### config.mk
export PLATFORM = sky130hd
export DESIGN_NAME = cc20_qr_half
export DESIGN_NICKNAME = d
export VERILOG_FILES = /design/src/sv/cc20_pkg.sv /design/src/sv/cc20_qr_half.sv
export SDC_FILE = /design/constraint.sdc
export NUM_CORES = 1
export LEC_CHECK = 0
export BUFFER_PORTS_ARGS = -buffer_cell sky130_fd_sc_hd__clkbuf_2
export CAP_MARGIN = 20
export CORE_MARGIN = 2
export CORE_UTILIZATION = 25
export DETAILED_ROUTE_END_ITERATION = 12
export PLACE_DENSITY = 0.5
export SYNTH_ARGS = -nofsm -noshare
export SYNTH_HDL_FRONTEND = slang
export SYNTH_SLANG_ARGS = --single-unit
### constraint.sdc
create_clock -name vclk -period 6.2
set_input_delay 0.93 -clock vclk [all_inputs]
set_output_delay 0.93 -clock vclk [all_outputs]
set_load 0.02 [all_outputs]
### src/sv/cc20_pkg.sv
// ---------------------------------------------------------------------------
// cc20_pkg
// Types, widths and constants shared by the ChaCha20 keystream block.
// ---------------------------------------------------------------------------
package cc20_pkg;

  localparam int WORD_W     = 32;
  localparam int NUM_WORDS  = 16;
  localparam int NUM_LANES  = 4;
  localparam int PAIR_W     = 2 * WORD_W;
  localparam int NUM_PAIRS  = NUM_WORDS / 2;
  localparam int PAIR_IDX_W = 3;
  localparam int CTR_W      = 32;
  localparam int CFG_IDX_W  = 3;
  localparam int CFG_DATA_W = 64;

  localparam int DEFAULT_NUM_ROUNDS = 20;

  // The "expand 32-byte k" constant, little-endian words.
  localparam logic [WORD_W-1:0] SIGMA_0 = 32'h6170_7865;
  localparam logic [WORD_W-1:0] SIGMA_1 = 32'h3320_646e;
  localparam logic [WORD_W-1:0] SIGMA_2 = 32'h7962_2d32;
  localparam logic [WORD_W-1:0] SIGMA_3 = 32'h6b20_6574;

  // Rotation amounts of the two halves of a quarter round.
  localparam int ROT_D_FIRST  = 16;
  localparam int ROT_B_FIRST  = 12;
  localparam int ROT_D_SECOND = 8;
  localparam int ROT_B_SECOND = 7;

  typedef logic [WORD_W-1:0] word_t;
  typedef word_t [NUM_WORDS-1:0] state_t;

  // Configuration register indexes.
  typedef enum logic [CFG_IDX_W-1:0] {
    CFG_KEY_01   = 3'd0,
    CFG_KEY_23   = 3'd1,
    CFG_KEY_45   = 3'd2,
    CFG_KEY_67   = 3'd3,
    CFG_NONCE_0  = 3'd4,
    CFG_NONCE_12 = 3'd5
  } cfg_idx_t;

  // Rotate left by a constant amount.
  function automatic word_t rotl(input word_t v, input int unsigned n);
    return (v << n) | (v >> (WORD_W - n));
  endfunction

endpackage

### src/sv/cc20_qr_half.sv
// ---------------------------------------------------------------------------
// cc20_qr_half
// One half of a ChaCha quarter round: two add-xor-rotate steps per cycle.
// ---------------------------------------------------------------------------
module cc20_qr_half import cc20_pkg::*; (
  input  logic  second_half,
  input  word_t a_in,
  input  word_t b_in,
  input  word_t c_in,
  input  word_t d_in,
  output word_t a_out,
  output word_t b_out,
  output word_t c_out,
  output word_t d_out
);

  word_t a_sum;
  word_t d_mix;
  word_t d_rot;
  word_t c_sum;
  word_t b_mix;
  word_t b_rot;

  // The first half rotates by 16 and 12, the second by 8 and 7.
  always_comb begin
    a_sum = a_in + b_in;
    d_mix = d_in ^ a_sum;
    d_rot = second_half ? rotl(d_mix, ROT_D_SECOND) : rotl(d_mix, ROT_D_FIRST);
    c_sum = c_in + d_rot;
    b_mix = b_in ^ c_sum;
    b_rot = second_half ? rotl(b_mix, ROT_B_SECOND) : rotl(b_mix, ROT_B_FIRST);
  end

  assign a_out = a_sum;
  assign b_out = b_rot;
  assign c_out = c_sum;
  assign d_out = d_rot;

endmodule

==> results of run 1 <==
cell usage in the layout (no fill, tap or decap), types with 8 or more instances in the layout:
| cell type | netlist | layout |
|---|---|---|
| xor2_1 | 56 | 38 |
| a21o_1 | 35 | 34 |
| xor2_4 | 0 | 10 |
| xnor2_1 | 57 | 27 |
| o21ai_1 | 6 | 8 |
| buf_8 | 0 | 14 |
| and3_1 | 12 | 9 |
| xnor2_2 | 1 | 21 |
| xnor2_4 | 0 | 10 |
| ha_4 | 0 | 20 |
| xor2_2 | 0 | 8 |
| buf_4 | 0 | 330 |
| inv_1 | 16 | 14 |
| ha_1 | 62 | 42 |
| clkbuf_8 | 0 | 17 |
| a21oi_1 | 73 | 39 |
| buf_6 | 0 | 54 |
| a21oi_4 | 0 | 9 |
| mux2i_4 | 0 | 12 |
| a21oi_2 | 0 | 25 |
| clkbuf_2 | 0 | 200 |
| o21a_1 | 11 | 11 |
| nor2_1 | 88 | 81 |
| nand3_1 | 16 | 12 |
| nand2_1 | 38 | 31 |
report_power, final:
part	total, mW	internal (mW)	leakage [nW]	switching, mW
Combinational	4.17	2.13	5.59	2.04
Sequential	0	0	0	0
Clock	0.0000000216	0.0000000216	0.00000634	0
metrics by stage:
stage | area, um^2 | cells | TNS [ps] | utilization (%) | hold slack [ps]
3_3_place_gp | 8932 | 1403 | -26280 | 49.72 | 2258
2_1_floorplan | 5141 | 634 | -4941 | - | 2004
5_1_grt | 11020 | 1464 | -29820 | 61.33 | 2224
3_5_place_dp | 8932 | 1403 | -27400 | 49.72 | 2261
4_1_cts | 10370 | 1440 | -16820 | 57.73 | 2249
6_report | 11020 | 1464 | -18860 | 61.33 | 2214
logic make-up (layout without fill, tap and decap cells):
kind of cell             after synthesis  after routing  synth area share (%)
AND/OR/NAND/NOR                      196            196                 19.87
AO/OA/AOI/OAI                        191            191                 27.44
XOR/XNOR                             124            124                 27.03
adder cells (fa/ha/maj)               64             64                 17.87
buffers and inverters                 38            638                 3.125
multiplexers                          21             21                 4.660
other                                  0              1                     0
final cells by class:
type / count / share of cell area [%]
multi-input cells: 596 / 54.99
inverters: 17 / 0.5792
diodes: 1 / 0.02271
repair buffers: 621 / 41.81
well taps: 229 / 2.601
worst max path at each step:
stage          slack (ps)     from  cells after the start   endpoint
2_1_floorplan        -410  b_in[8]                     22  b_out[10]
3_3_place_gp         -870  b_in[0]                     28   b_out[5]
3_5_place_dp         -920  b_in[0]                     27   b_out[5]
4_1_cts              -610  a_in[1]                     25   b_out[5]
5_1_grt              -840  b_in[0]                     29  b_out[10]
6_report             -630  b_in[0]                     27  b_out[10]
worst max-delay path, delay by kind of cell:
kind	cells	cell delay [ps]
AO/OA/AOI/OAI	13	2480
adder cells (fa/ha/maj)	3	740
XOR/XNOR	3	490
buffers and inverters	5	530
AND/OR/NAND/NOR	3	720
repair_timing:
| item | CTS | global route |
|---|---|---|
| setup endpoints to repair | 53 | 56 |
| gates cloned | 0 | 0 |
| setup buffers | 56 | 35 |
| gates resized for setup | 222 | 123 |
| pin swaps | 87 | 107 |
| hold buffers | 0 | 0 |
metal layers:
| metal | track usage [%] | part of all wire, % | vias to the layer above |
|---|---|---|---|
| li1 | - | - | 3494 |
| met1 | 34.11 | 43 | 3326 |
| met2 | 45.79 | 50 | 211 |
| met3 | 1.796 | 4.3 | 34 |
| met4 | 5.688 | 3.0 | 0 |
| met5 | 0 | 0 | - |
==> results.json, run 1 <==
{
  "critPathArrivalTime_ps": 5900,
  "min_path_type": "in -> out",
  "place.gp.congestion": 0.9437,
  "nClkBuffers": 0,
  "wirelength_um": 26770,
  "worstHoldEndpoint": "a_out[0]",
  "finalCriticalPeriod_ps": 6825,
  "ys_top_cells_by_area": "ha_1 17%, xnor2_1 11%, xor2_1 11%",
  "multiInputGateArea_mm2": 0.006058,
  "coreArea_mm2": 0.01796,
  "area_growth_syn_to_layout_pct": 141.4,
  "yosys.area.top_type": "ha_1",
  "vias": 7065,
  "grt_start_max_net_pins": 64,
  "relSlewSlack_pct": 66.45,
  "cp-start-kind": "input port",
  "finalPower_mw": 4.173,
  "grt_pass1_vias": 7122,
  "post-route-drc-count": 0,
  "postSynthAreaPerCell_um2": 7.199,
  "cp_max_fo": 4,
  "critPathCaptureType": "output pin",
  "grt_usage_pct": 25.72,
  "pre_cts_slack_ps": -920.3,
  "max_freq_ghz": 0.1465,
  "io_buffers": 257,
  "dpl.hpwl_um": 22360,
  "final_hold_viol_count": 0,
  "register_area_um2": 0,
  "synthTopCellsByCount": "88 x nor2_1, 73 x a21oi_1, 62 x ha_1, 57 x xnor2_1, 56 x xor2_1",
  "vdd_drop_max_mv": 0.3044,
  "die-area_mm2": 0.01935,
  "die_y_um": 139.1,
  "synth_most_common_cell": "nor2_1",
  "ant_nets": 0,
  "finalCritPeriodShare_pct": 110.1,
  "final-setup-viol-count": 49,
  "violations": "setup timing",
  "yosysUniqueCellTypes": 61,
  "avgViaCountPerCell": 4.826,
  "netlist_instances": 634,
  "fill_cells": 1587,
  "maxCapViolCount": 0,
  "dr.pass1.iters": 5,
  "ys_seq_area_share_pct": 0,
  "grt-ovfl-total": 0,
  "io_pins": 257,
  "antenna_found_initial": 1,
  "powerDensity_mw_per_mm2": 378.8,
  "worstSetupPathType": "in -> out",
  "drv_slew": 0,
  "layout_setup_ws_ps": -625.2,
  "tightest_slew_ps": 502.5,
  "p_leak_nw": 5.589,
  "post_drt_wl_per_cell_um": 18.28,
  "rsz0062_at_grt": "yes",
  "synth_top_area_share_pct": 17.00,
  "crit_required_ps": 5270,
  "nFlopsAndLatches": 0,
  "synth_area_mm2": 0.004564,
  "critPathMaxStageDelay_ps": 480,
  "cp_slowest_cell": "or4_4",
  "synth_warnings": 0,
  "drive_gt1_share_pct": 66.53,
  "drt_iter0_markers": 309,
  "rows": 49,
  "grt_pass1_wl_um": 39370,
  "whs_path_depth": 3,
  "nets": 1429,
  "die_x_um": 139.1,
  "min_from": "a_in[0]",
  "syn-num-nets": 827,
  "outcome": "finished with violations",
  "initial_core_util_pct": 25.41
}
Note: power is estimated with default switching activity, not from simulation.
==> run 2, diff against run 1 <==
==> constraint.sdc (replaced) <==
create_clock -name vclk -period 6.2
set_input_delay 1.24 -clock vclk [all_inputs]
set_output_delay 1.24 -clock vclk [all_outputs]
set_load 0.02 [all_outputs]
==> results.json, run 2 (synthesis results as in run 1) <==
{
  "grt-ovfl-total": 0,
  "maxCapViolCount": 0,
  "relSlewSlack_pct": 70.31,
  "die_x_um": 139.1,
  "io_pins": 257,
  "nets": 1463,
  "max_freq_ghz": 0.1338,
  "nClkBuffers": 0,
  "nFlopsAndLatches": 0,
  "cp_max_fo": 5,
  "final_cell_mix": "354 x buf_4, 190 x clkbuf_2, 73 x nor2_1",
  "power.share.clock_pct": 0,
  "final_hold_viol_count": 0,
  "die_y_um": 139.1,
  "post_drt_wl_per_cell_um": 18.20,
  "dr.pass1.iters": 4,
  "critPathCaptureType": "output pin",
  "drive_gt1_share_pct": 70.11,
  "swShare_pct": 47.87,
  "p_leak_nw": 5.849,
  "tightest_slew_ps": 442.1,
  "outcome": "finished with violations",
  "final-setup-viol-count": 59,
  "cp-start-kind": "input port",
  "post-route-drc-count": 0,
  "finalPower_mw": 4.494,
  "place.gp.congestion": 0.9139,
  "fin_area_mm2": 0.01159,
  "power_frac_seq_pct": 0,
  "grt_pass1_vias": 7210,
  "die-area_mm2": 0.01935,
  "timing.hold.ws_ps": 2830,
  "register_area_um2": 0,
  "fin_setup_tns_ps": -51370,
  "antenna_cells": 0,
  "coreArea_mm2": 0.01796,
  "rsz0062_at_grt": "yes",
  "grt_usage_pct": 25.56,
  "wirelength_um": 27240,
  "final_common_cell": "buf_4",
  "vias": 7303,
  "dpl.hpwl_um": 22220,
  "holdBufCountCts": 0,
  "powerDensity_mw_per_mm2": 387.7,
  "avgViaCountPerCell": 4.878,
  "finalCriticalPeriod_ps": 7476,
  "violations": "setup timing",
  "critPathArrivalTime_ps": 6240,
  "grt_start_max_net_pins": 43,
  "dpl_cell_area_mm2": 0.009329,
  "pre_cts_slack_ps": -1594,
  "antenna_found_initial": 0,
  "rows": 49,
  "power_frac_comb_pct": 100.0,
  "grt_pass1_wl_um": 38900,
  "crit_required_ps": 4960,
  "vdd_drop_max_mv": 0.2615,
  "io_buffers": 257,
  "finalCritPeriodShare_pct": 120.6,
  "p_int_mw": 2.342,
  "ant_nets": 0,
  "drv_slew": 0,
  "layout_setup_ws_ps": -1276,
  "worstSetupPathType": "in -> out",
  "drt_iter0_markers": 312,
  "min_path_type": "in -> out",
  "initial_core_util_pct": 25.41,
  "p_sw_mw": 2.151,
  "area_growth_syn_to_layout_pct": 153.9
}
## run 2: changes by cell type in the layout (fill, tap and decap cells not counted), moves of 6 or more
| cell | delta |
|---|---|
| ha_1 | -6 |
| clkbuf_2 | -10 |
| clkbuf_8 | +15 |
| o21ai_2 | +6 |
| nor2_2 | +9 |
| xnor2_2 | +6 |
| xnor2_1 | -7 |
| buf_4 | +24 |
| buf_8 | +9 |
| nor2_1 | -8 |
| o21ai_1 | -7 |
| xor2_2 | +8 |
## run 2: path summary, 6_finish.rpt
| path | start | endpoint | slack, ps | depth (start not counted) |
|---|---|---|---|---|
| setup / recovery | b_in[6] | b_out[10] | -1280 | 25 |
| hold / removal | b_in[0] | a_out[0] | 2830 | 3 |
## run 2: timing repair
item	4_1_cts	5_1_grt
hold endpoints to repair	0	0
buffers inserted	58	40
endpoints found under the setup margin	60	62
resized for setup	250	112
pin swaps	106	99
## run 2: area by class of cell
class,instances,area [um^2]
inverters,17,66.31
multi-input cells,596,6211
repair buffers,655,5027
fillers,1460,6372
well taps,229,286.5
## run 2: critical path, cell delays in order
cell,delay [ps]
buf_4,130
ha_4,210
a21o_1,170
a32oi_1,180
a21bo_2,250
a21o_1,230
o21ai_4,230
o31a_1,180
buf_4,120
o211a_4,200
xnor2_4,110
mux2i_4,270
ha_4,250
a21o_1,150
a21o_1,150
a211o_1,350
o2111ai_2,210
buf_4,160
nand2_4,50
a41o_1,190
or4_4,420
a31o_4,280
xnor2_4,160
a21oi_2,160
clkbuf_8,160
## run 2: power by group through the flow
| stage | Combinational (mW) | Sequential [mW] | Clock [mW] |
|---|---|---|---|
| 2_1_floorplan | 1.80 | 0 | 0 |
| 4_1_cts | 4.16 | 0 | 0 |
| 5_1_grt | 4.70 | 0 | 0 |
| 3_3_place_gp | 3.31 | 0 | 0 |
| 6_report | 4.49 | 0 | 0 |
| 3_5_place_dp | 3.31 | 0 | 0 |
## run 2: metal layers
| layer | global-route usage, % | vias to the layer above | routed length, um |
|---|---|---|---|
| met3 | 2.279 | 47 | 1321 |
| met4 | 6.326 | 0 | 837 |
| met5 | 0 | - | 0 |
| li1 | - | 3553 | - |
| met2 | 45.55 | 248 | 13570 |
| met1 | 33.31 | 3455 | 11520 |
## run 2: through the flow
step                      utilization [%]  std cells
after global routing                64.53       1497
after floorplan                         -        634
after global placement              51.93       1429
after CTS                           61.13       1475
final                               64.53       1497
after detailed placement            51.93       1429
