--- config.mk ---
export PLATFORM = sky130hd
export DESIGN_NAME = cc20_cfg
export DESIGN_NICKNAME = d
export VERILOG_FILES = /design/src/sv/cc20_pkg.sv /design/src/sv/cc20_cfg.sv
export SDC_FILE = /design/constraint.sdc
export NUM_CORES = 1
export LEC_CHECK = 0
export BUFFER_PORTS_ARGS = -buffer_cell sky130_fd_sc_hd__buf_2
export CORE_AREA = 8 8 234 236
export CTS_CLUSTER_SIZE = 25
export DETAILED_ROUTE_END_ITERATION = 10
export DIE_AREA = 0 0 242 244
export HOLD_SLACK_MARGIN = 0.02
export PLACE_DENSITY = 0.59
export SETUP_SLACK_MARGIN = 0.02
export SLEW_MARGIN = 20
export SYNTH_ARGS = -nofsm -noshare
export SYNTH_HDL_FRONTEND = slang
export SYNTH_SLANG_ARGS = --single-unit
export TNS_END_PERCENT = 1
--- constraint.sdc ---
create_clock -name clk -period 1.8 [get_ports clk]
set_input_delay 0.36 -clock clk [delete_from_list [all_inputs] [get_ports clk]]
set_output_delay 0.36 -clock clk [all_outputs]
set_load 0.03 [all_outputs]
--- src/sv/cc20_pkg.sv ---
// ---------------------------------------------------------------------------
// cc20_pkg
// Types, widths and constants shared by the ChaCha20 keystream block.
// ---------------------------------------------------------------------------
package cc20_pkg;

  localparam int WORD_W     = 32;
  localparam int NUM_WORDS  = 16;
  localparam int NUM_LANES  = 4;
  localparam int PAIR_W     = 2 * WORD_W;
  localparam int NUM_PAIRS  = NUM_WORDS / 2;
  localparam int PAIR_IDX_W = 3;
  localparam int CTR_W      = 32;
  localparam int CFG_IDX_W  = 3;
  localparam int CFG_DATA_W = 64;

  localparam int DEFAULT_NUM_ROUNDS = 20;

  // The "expand 32-byte k" constant, little-endian words.
  localparam logic [WORD_W-1:0] SIGMA_0 = 32'h6170_7865;
  localparam logic [WORD_W-1:0] SIGMA_1 = 32'h3320_646e;
  localparam logic [WORD_W-1:0] SIGMA_2 = 32'h7962_2d32;
  localparam logic [WORD_W-1:0] SIGMA_3 = 32'h6b20_6574;

  // Rotation amounts of the two halves of a quarter round.
  localparam int ROT_D_FIRST  = 16;
  localparam int ROT_B_FIRST  = 12;
  localparam int ROT_D_SECOND = 8;
  localparam int ROT_B_SECOND = 7;

  typedef logic [WORD_W-1:0] word_t;
  typedef word_t [NUM_WORDS-1:0] state_t;

  // Configuration register indexes.
  typedef enum logic [CFG_IDX_W-1:0] {
    CFG_KEY_01   = 3'd0,
    CFG_KEY_23   = 3'd1,
    CFG_KEY_45   = 3'd2,
    CFG_KEY_67   = 3'd3,
    CFG_NONCE_0  = 3'd4,
    CFG_NONCE_12 = 3'd5
  } cfg_idx_t;

  // Rotate left by a constant amount.
  function automatic word_t rotl(input word_t v, input int unsigned n);
    return (v << n) | (v >> (WORD_W - n));
  endfunction

endpackage

--- src/sv/cc20_cfg.sv ---
// ---------------------------------------------------------------------------
// cc20_cfg
// Key and nonce registers; assembles the 16-word initial state.
// ---------------------------------------------------------------------------
module cc20_cfg import cc20_pkg::*; (
  input  logic                  clk,
  input  logic                  rst_n,
  input  logic                  cfg_we,
  input  logic [CFG_IDX_W-1:0]  cfg_idx,
  input  logic [CFG_DATA_W-1:0] cfg_wdata,
  input  word_t                 block_counter,
  output state_t                init_words
);

  logic [PAIR_W-1:0] key01_r;
  logic [PAIR_W-1:0] key23_r;
  logic [PAIR_W-1:0] key45_r;
  logic [PAIR_W-1:0] key67_r;
  word_t             nonce0_r;
  logic [PAIR_W-1:0] nonce12_r;

  // Register writes; indexes past the last register are ignored.
  always_ff @(posedge clk) begin
    if (!rst_n) begin
      key01_r   <= '0;
      key23_r   <= '0;
      key45_r   <= '0;
      key67_r   <= '0;
      nonce0_r  <= '0;
      nonce12_r <= '0;
    end else if (cfg_we) begin
      case (cfg_idx_t'(cfg_idx))
        CFG_KEY_01:   key01_r   <= cfg_wdata[PAIR_W-1:0];
        CFG_KEY_23:   key23_r   <= cfg_wdata[PAIR_W-1:0];
        CFG_KEY_45:   key45_r   <= cfg_wdata[PAIR_W-1:0];
        CFG_KEY_67:   key67_r   <= cfg_wdata[PAIR_W-1:0];
        CFG_NONCE_0:  nonce0_r  <= cfg_wdata[WORD_W-1:0];
        CFG_NONCE_12: nonce12_r <= cfg_wdata[PAIR_W-1:0];
        default: begin
        end
      endcase
    end
  end

  // Constant, key, counter and nonce in the IETF word layout.
  always_comb begin
    init_words[0]  = SIGMA_0;
    init_words[1]  = SIGMA_1;
    init_words[2]  = SIGMA_2;
    init_words[3]  = SIGMA_3;
    init_words[4]  = key01_r[WORD_W-1:0];
    init_words[5]  = key01_r[PAIR_W-1:WORD_W];
    init_words[6]  = key23_r[WORD_W-1:0];
    init_words[7]  = key23_r[PAIR_W-1:WORD_W];
    init_words[8]  = key45_r[WORD_W-1:0];
    init_words[9]  = key45_r[PAIR_W-1:WORD_W];
    init_words[10] = key67_r[WORD_W-1:0];
    init_words[11] = key67_r[PAIR_W-1:WORD_W];
    init_words[12] = block_counter;
    init_words[13] = nonce0_r;
    init_words[14] = nonce12_r[WORD_W-1:0];
    init_words[15] = nonce12_r[PAIR_W-1:WORD_W];
  end

endmodule

==> results of run 1 <==
==> final timing paths <==
kind / start / end / slack [ns] / cells past startpoint
max reg2reg: nonce0_r[27]$_SDFFE_PN0P_ / nonce0_r[27]$_SDFFE_PN0P_ / 1.15 / 2
min: cfg_wdata[44] / key67_r[44]$_SDFFE_PN0P_ / 0.18 / 3
min reg2reg: nonce12_r[31]$_SDFFE_PN0P_ / nonce12_r[31]$_SDFFE_PN0P_ / 0.45 / 2
max: nonce0_r[27]$_SDFFE_PN0P_ / init_words[443] / 0.27 / 1
==> power by group <==
group          internal (mW)  switching (mW)
logic                  0.454            1.34
clock network           4.69            3.26
registers               7.96          0.0911
total                   13.1            4.69
==> kinds of logic (layout without fill, tap and decap cells) <==
| group | Yosys count | count (layout) | share of synthesized area [%] |
|---|---|---|---|
| buffers and inverters | 245 | 540 | 13.40 |
| flip-flops | 352 | 352 | 49.96 |
| multiplexers | 352 | 352 | 24.98 |
| other | 2 | 128 | 0.05324 |
| AND/OR/NAND/NOR | 422 | 422 | 11.60 |
==> synthesized netlist by cell type <==
cell and count:
nand4bb_1 3, clkbuf_1 7, nand4b_1 2, buf_6 24, mux2i_1 352, dfxtp_1 352
buf_2 40, nor4b_4 1, buf_12 7, nand2_1 416, buf_4 167, conb_1 2
==> area by class of cell <==
type	count	share of cell area [%]
Tap cell	680	4.832
Clock buffer	57	6.673
Multi-Input combinational cell	902	32.31
Clock inverter	12	0.6538
Timing Repair Buffer	471	15.51
Sequential cell	352	40.02
==> state kept, by name (all words and copies together), names as in the netlist <==
register,flops
key67_r,64
key01_r,64
nonce12_r,64
nonce0_r,32
key45_r,64
key23_r,64
==> stage by stage <==
stage               total power [mW]  std cells  worst slack, ns  cell area [µm²]  hold WS (ns)
floorplan                      9.808       1499           0.5766            14580        0.5790
global placement               9.994       2405           0.1713            16320        0.4408
detailed placement             10.02       2405           0.1056            16320        0.4466
CTS                            18.05       2474           0.1909            17610        0.1289
global route                   18.46       2474           0.2100            17610        0.1510
finish                         17.79       2474           0.2726            17610        0.1752
==> per-layer routing <==
layer	global-route usage [%]	wire length, µm	up-vias
li1	-	-	4971
met2	23.66	21010	371
met4	6.580	1885	0
met3	5.178	3496	97
met5	0	0	-
met1	15.62	17680	4946
==> metrics.md, run 1 <==
| Metric | Value |
|---|---|
| Antenna-violating nets left | `0` |
| DR iter-0 viols | `336` |
| WL final | `44.07 mm` |
| Critical Path AT | `1.17 ns` |
| Post-synthesis register bit count | `352` |
| Setup TNS | `0 ns` |
| Initial antenna violation count | `0` |
| Worst-path cell chain | `buf_2` |
| Layout cells sized above 1 | `~30%` |
| CP max FO | `2` |
| Clock Sinks | `between 300 and 400` |
| Leakage | `9.748 nW` |
| Worst Clk Skew | `0 ns` |
| Pins Over Slew Limit | `0` |
| Sequential-to-total area share from yosys stat | `49.96%` |
| Critical path required time | `1.44 ns` |
| Initial Util | `around 28%` |
| Tmin final | `1.527 ns` |
| CTS buffer count | `39` |
| Final cell utilization of the core | `34.60%` |
| Clock tree buffer depth | `3` |
| PwrDens | `between 1000 and 1500 nW/µm²` |
| Area of the multi-input gates | `approximately 5700 µm²` |
| Final setup violating endpoints | `0` |
| Die W | `242 µm` |
| Setup Fix Bufs, Post-CTS | `0` |
| Clock transition at path regs | `around 0.06 ns` |
| CP Class | `register to primary output` |
| Die Y | `244 µm` |
| Hold-fix buffers, CTS | `0` |
| Global-route wire length before repair | `65.94 mm` |
| Area Growth Syn to Fin | `24.83%` |
| Post-synth top area cell | `dfxtp_1` |
| CP top delay family | `flip-flops` |
| Run status | `finished, final reports clean` |
| DR pass1 iterations | `5` |
| CP endpoint kind | `primary output` |
| Global-route total usage across every layer | `14.01%` |
| GPL Wtd Cong | `0.7844` |
| Critical path's largest stage delay | `0.39 ns` |
| Inserted Diodes | `0` |
| Most frequent cells in the layout | `buf_2, nand2_1, mux2i_1, dfxtp_1, conb_1` |
| DRC violations left | `0` |
| Clock latency on the worst-skew pair | `0.54 ns` |
| Worst path bufs/invs | `1` |
| Number of max-cap violations | `0` |
| Synth warnings | `0` |
| Nets | `1868` |
| Post-DP HPWL | `32.69 mm` |
| Via Count | `10390` |
| Gr ovfl total | `0` |
| Routed len/inst | `17.81 µm` |
| Critical-path top delay cell | `dfxtp_1` |
| CTS tree | `done` |
| Resized cells post-CTS | `0` |
| Final hold viol count | `0` |
| Fill cell count | `5190` |
| Worst-Margin Slew | `0.5977 ns` |
| Root Driver | `clkbuf_16` |
| Most common cell after layout, fill and taps aside | `buf_2` |
| Ranking of synthesized cells by area | `dfxtp_1, mux2i_1, nand2_1, buf_4, buf_6` |
| Pin count of the biggest net entering global routing | `46` |
| IO Count | `614` |
| Worst vdd ir | `0.0005528 V` |
| Row cnt | `83` |
| Unrepaired setup endpoints after global routing | `no` |
| Die area | `59050 µm²` |
| Synth Cell Area | `about 14000 µm²` |
| Total core area | `a little over 50000 µm²` |
| IO Port Bufs | `421` |
| H-tree depth | `2` |
| Critical Path Source Type | `register` |
| Netlist cell types | `12` |
| Cell count after synthesis | `approximately 1400` |
| Reg area | `7047 µm²` |
| Via-to-Cell Ratio | `4.198` |
| Fmax | `654.7 MHz` |
| Vias in the first global route | `about 11000` |
| Share of the synthesized area in the top cell type | `49.96%` |
| Crit share post-route | `a little over four fifths` |
| HP Class | `input pin to register` |
| Syn Area/Cell | `10.27 µm²` |
| Normalized max-slew margin | `60.15%` |
(Power assumes the default switching activity.)
==> inputs of run 2 (changes only) <==
PLACE_DENSITY = 0.6   (was 0.59)
clock period = 1.4 ns   (was 1.8 ns; I/O delays follow)
==> metrics.md, run 2 (same netlist as run 1, synthesis figures left out) <==
| Metric | Value |
|---|---|
| Unrepaired setup endpoints after global routing | `yes` |
| Placed Instances | `2433` |
| Critical path's largest stage delay | `0.34 ns` |
| Global-route total usage across every layer | `14.36%` |
| Vias in the first global route | `11190` |
| Number of max-cap violations | `0` |
| Die area | `59050 µm²` |
| Seq pwr share | `44.7%` |
| H-tree depth | `2` |
| IO Port Bufs | `421` |
| HP Class | `input pin to register` |
| Final setup violating endpoints | `0` |
| Worst hold slack | `0.1124 ns` |
| Critical path required time | `roughly 1.1 ns` |
| CP Class | `register to primary output` |
| Gr ovfl total | `0` |
| Tmin final | `around 1.3 ns` |
| Worst Clk Skew | `0 ns` |
| Global-route wire length before repair | `68.09 mm` |
| Critical Path Source Type | `register` |
| DR iter-0 viols | `around 360` |
| WL final | `about 45 mm` |
| CP top delay family | `flip-flops` |
| Via-to-Cell Ratio | `4.236` |
| Pins Over Slew Limit | `0` |
| P_sw | `5.951 mW` |
| Critical-path top delay cell | `dfxtp_1` |
| Sw Ratio | `between 20% and 30%` |
| Root Driver | `clkbuf_16` |
| Comb pwr share | `between 10% and 20%` |
| Nets | `1895` |
| Int Pwr | `around 17 mW` |
| CTS buffer count | `38` |
| Critical Path AT | `1.07 ns` |
| DR pass1 iterations | `4` |
| Area Growth Syn to Fin | `36.72%` |
| Die Y | `244 µm` |
| Fmax | `741.7 MHz` |
| Hold-fix buffers, CTS | `0` |
| Via Count | `around 11000` |
| Clock power frac | `44.5%` |
| Worst path bufs/invs | `1` |
| Finished Layout Cells | `2500` |
| Clock latency on the worst-skew pair | `0.52 ns` |
| Clock Sinks | `between 300 and 400` |
| Worst vdd ir | `0.0006788 V` |
| Post-DP HPWL | `about 34 mm` |
| Layout cells sized above 1 | `between 30% and 40%` |
| Total core area | `50890 µm²` |
| Setup TNS | `0 ns` |
| Reg area | `7128 µm²` |
| Run status | `finished, final reports clean` |
| CP endpoint kind | `primary output` |
| Clock transition at path regs | `0.06 ns` |
| Row cnt | `83` |
| Initial antenna violation count | `2` |
| Most frequent cells in the layout | `nand2_1, mux2i_1, dfxtp_1` |
| Initial Util | `between 20 and 30%` |
| CTS tree | `done` |
| Clock tree buffer depth | `3` |
| GPL Wtd Cong | `about 0.76` |
| CP max FO | `2` |
| Routed len/inst | `17.97 µm` |
| Leakage | `between 9 and 10 nW` |
| Die W | `242 µm` |
| Power Total | `about 23 mW` |
| Final hold viol count | `0` |
| Area of the multi-input gates | `roughly 5700 µm²` |
| Pin count of the biggest net entering global routing | `between 40 and 50` |
| DRC violations left | `0` |
| Most common cell after layout, fill and taps aside | `nand2_1` |
| Crit share post-route | `96.31%` |
| Reg2Reg Setup Slack | `0.75 ns` |
| IO Count | `slightly above 600` |
| Worst-path cell chain | `clkbuf_4` |
| Antenna-violating nets left | `0` |
| PwrDens | `approximately 1200 nW/µm²` |
| Fill cell count | `5015` |
==> run 2: layout make-up <==
| cell class | instances | share of cell area [%] |
|---|---|---|
| well taps | 680 | 4.412 |
| flip-flops and latches | 352 | 36.96 |
| diodes | 2 | 0.02595 |
| repair buffers | 499 | 22.40 |
| clock buffers | 55 | 5.956 |
| clock inverters | 10 | 0.7332 |
| multi-input cells | 902 | 29.50 |
==> run 2: final timing paths <==
check,from,cells past startpoint,endpoint
setup / recovery,nonce0_r[9]$_SDFFE_PN0P_,1,init_words[425]
setup reg to reg,nonce0_r[6]$_SDFFE_PN0P_,2,nonce0_r[6]$_SDFFE_PN0P_
hold reg to reg,nonce12_r[48]$_SDFFE_PN0P_,2,nonce12_r[48]$_SDFFE_PN0P_
hold / removal,cfg_wdata[45],3,nonce12_r[45]$_SDFFE_PN0P_
==> run 2: timing repair <==
item                       CTS  global route
gates resized for setup    357           223
gates cloned                 0             0
setup buffers                0             0
pin swaps                    0             0
setup endpoints to repair  281           153
==> run 2: layer usage <==
metal | global-route usage (%) | share of wire, % | routed length [µm]
met4 | 6.669 | 4.5 | 2041
met2 | 24.20 | 48 | 21610
met1 | 16.08 | 39 | 17520
met5 | 0 | 0 | 0
met3 | 5.298 | 8.4 | 3754
==> run 2: power groups by stage <==
stage / sequential [mW] / clock [mW] / combinational, mW
after global routing: 10.4 / 11.0 / 2.67
after detailed placement: 10.6 / 0 / 2.35
final: 10.4 / 10.3 / 2.52
after global placement: 10.6 / 0 / 2.33
after floorplan: 11.0 / 0 / 1.61
after CTS: 10.4 / 10.6 / 2.48
==> run 2: per-stage QoR <==
| stage | setup slack (ns) | cell area (µm²) | util [%] |
|---|---|---|---|
| finish | 0.05168 | 19280 | 37.90 |
| global route | -0.007108 | 19280 | 37.89 |
| CTS | 0.009818 | 18800 | 36.95 |
| detailed placement | -0.1146 | 16580 | 32.58 |
| global placement | -0.05294 | 16580 | 32.58 |
| floorplan | 0.2566 | 14580 | - |
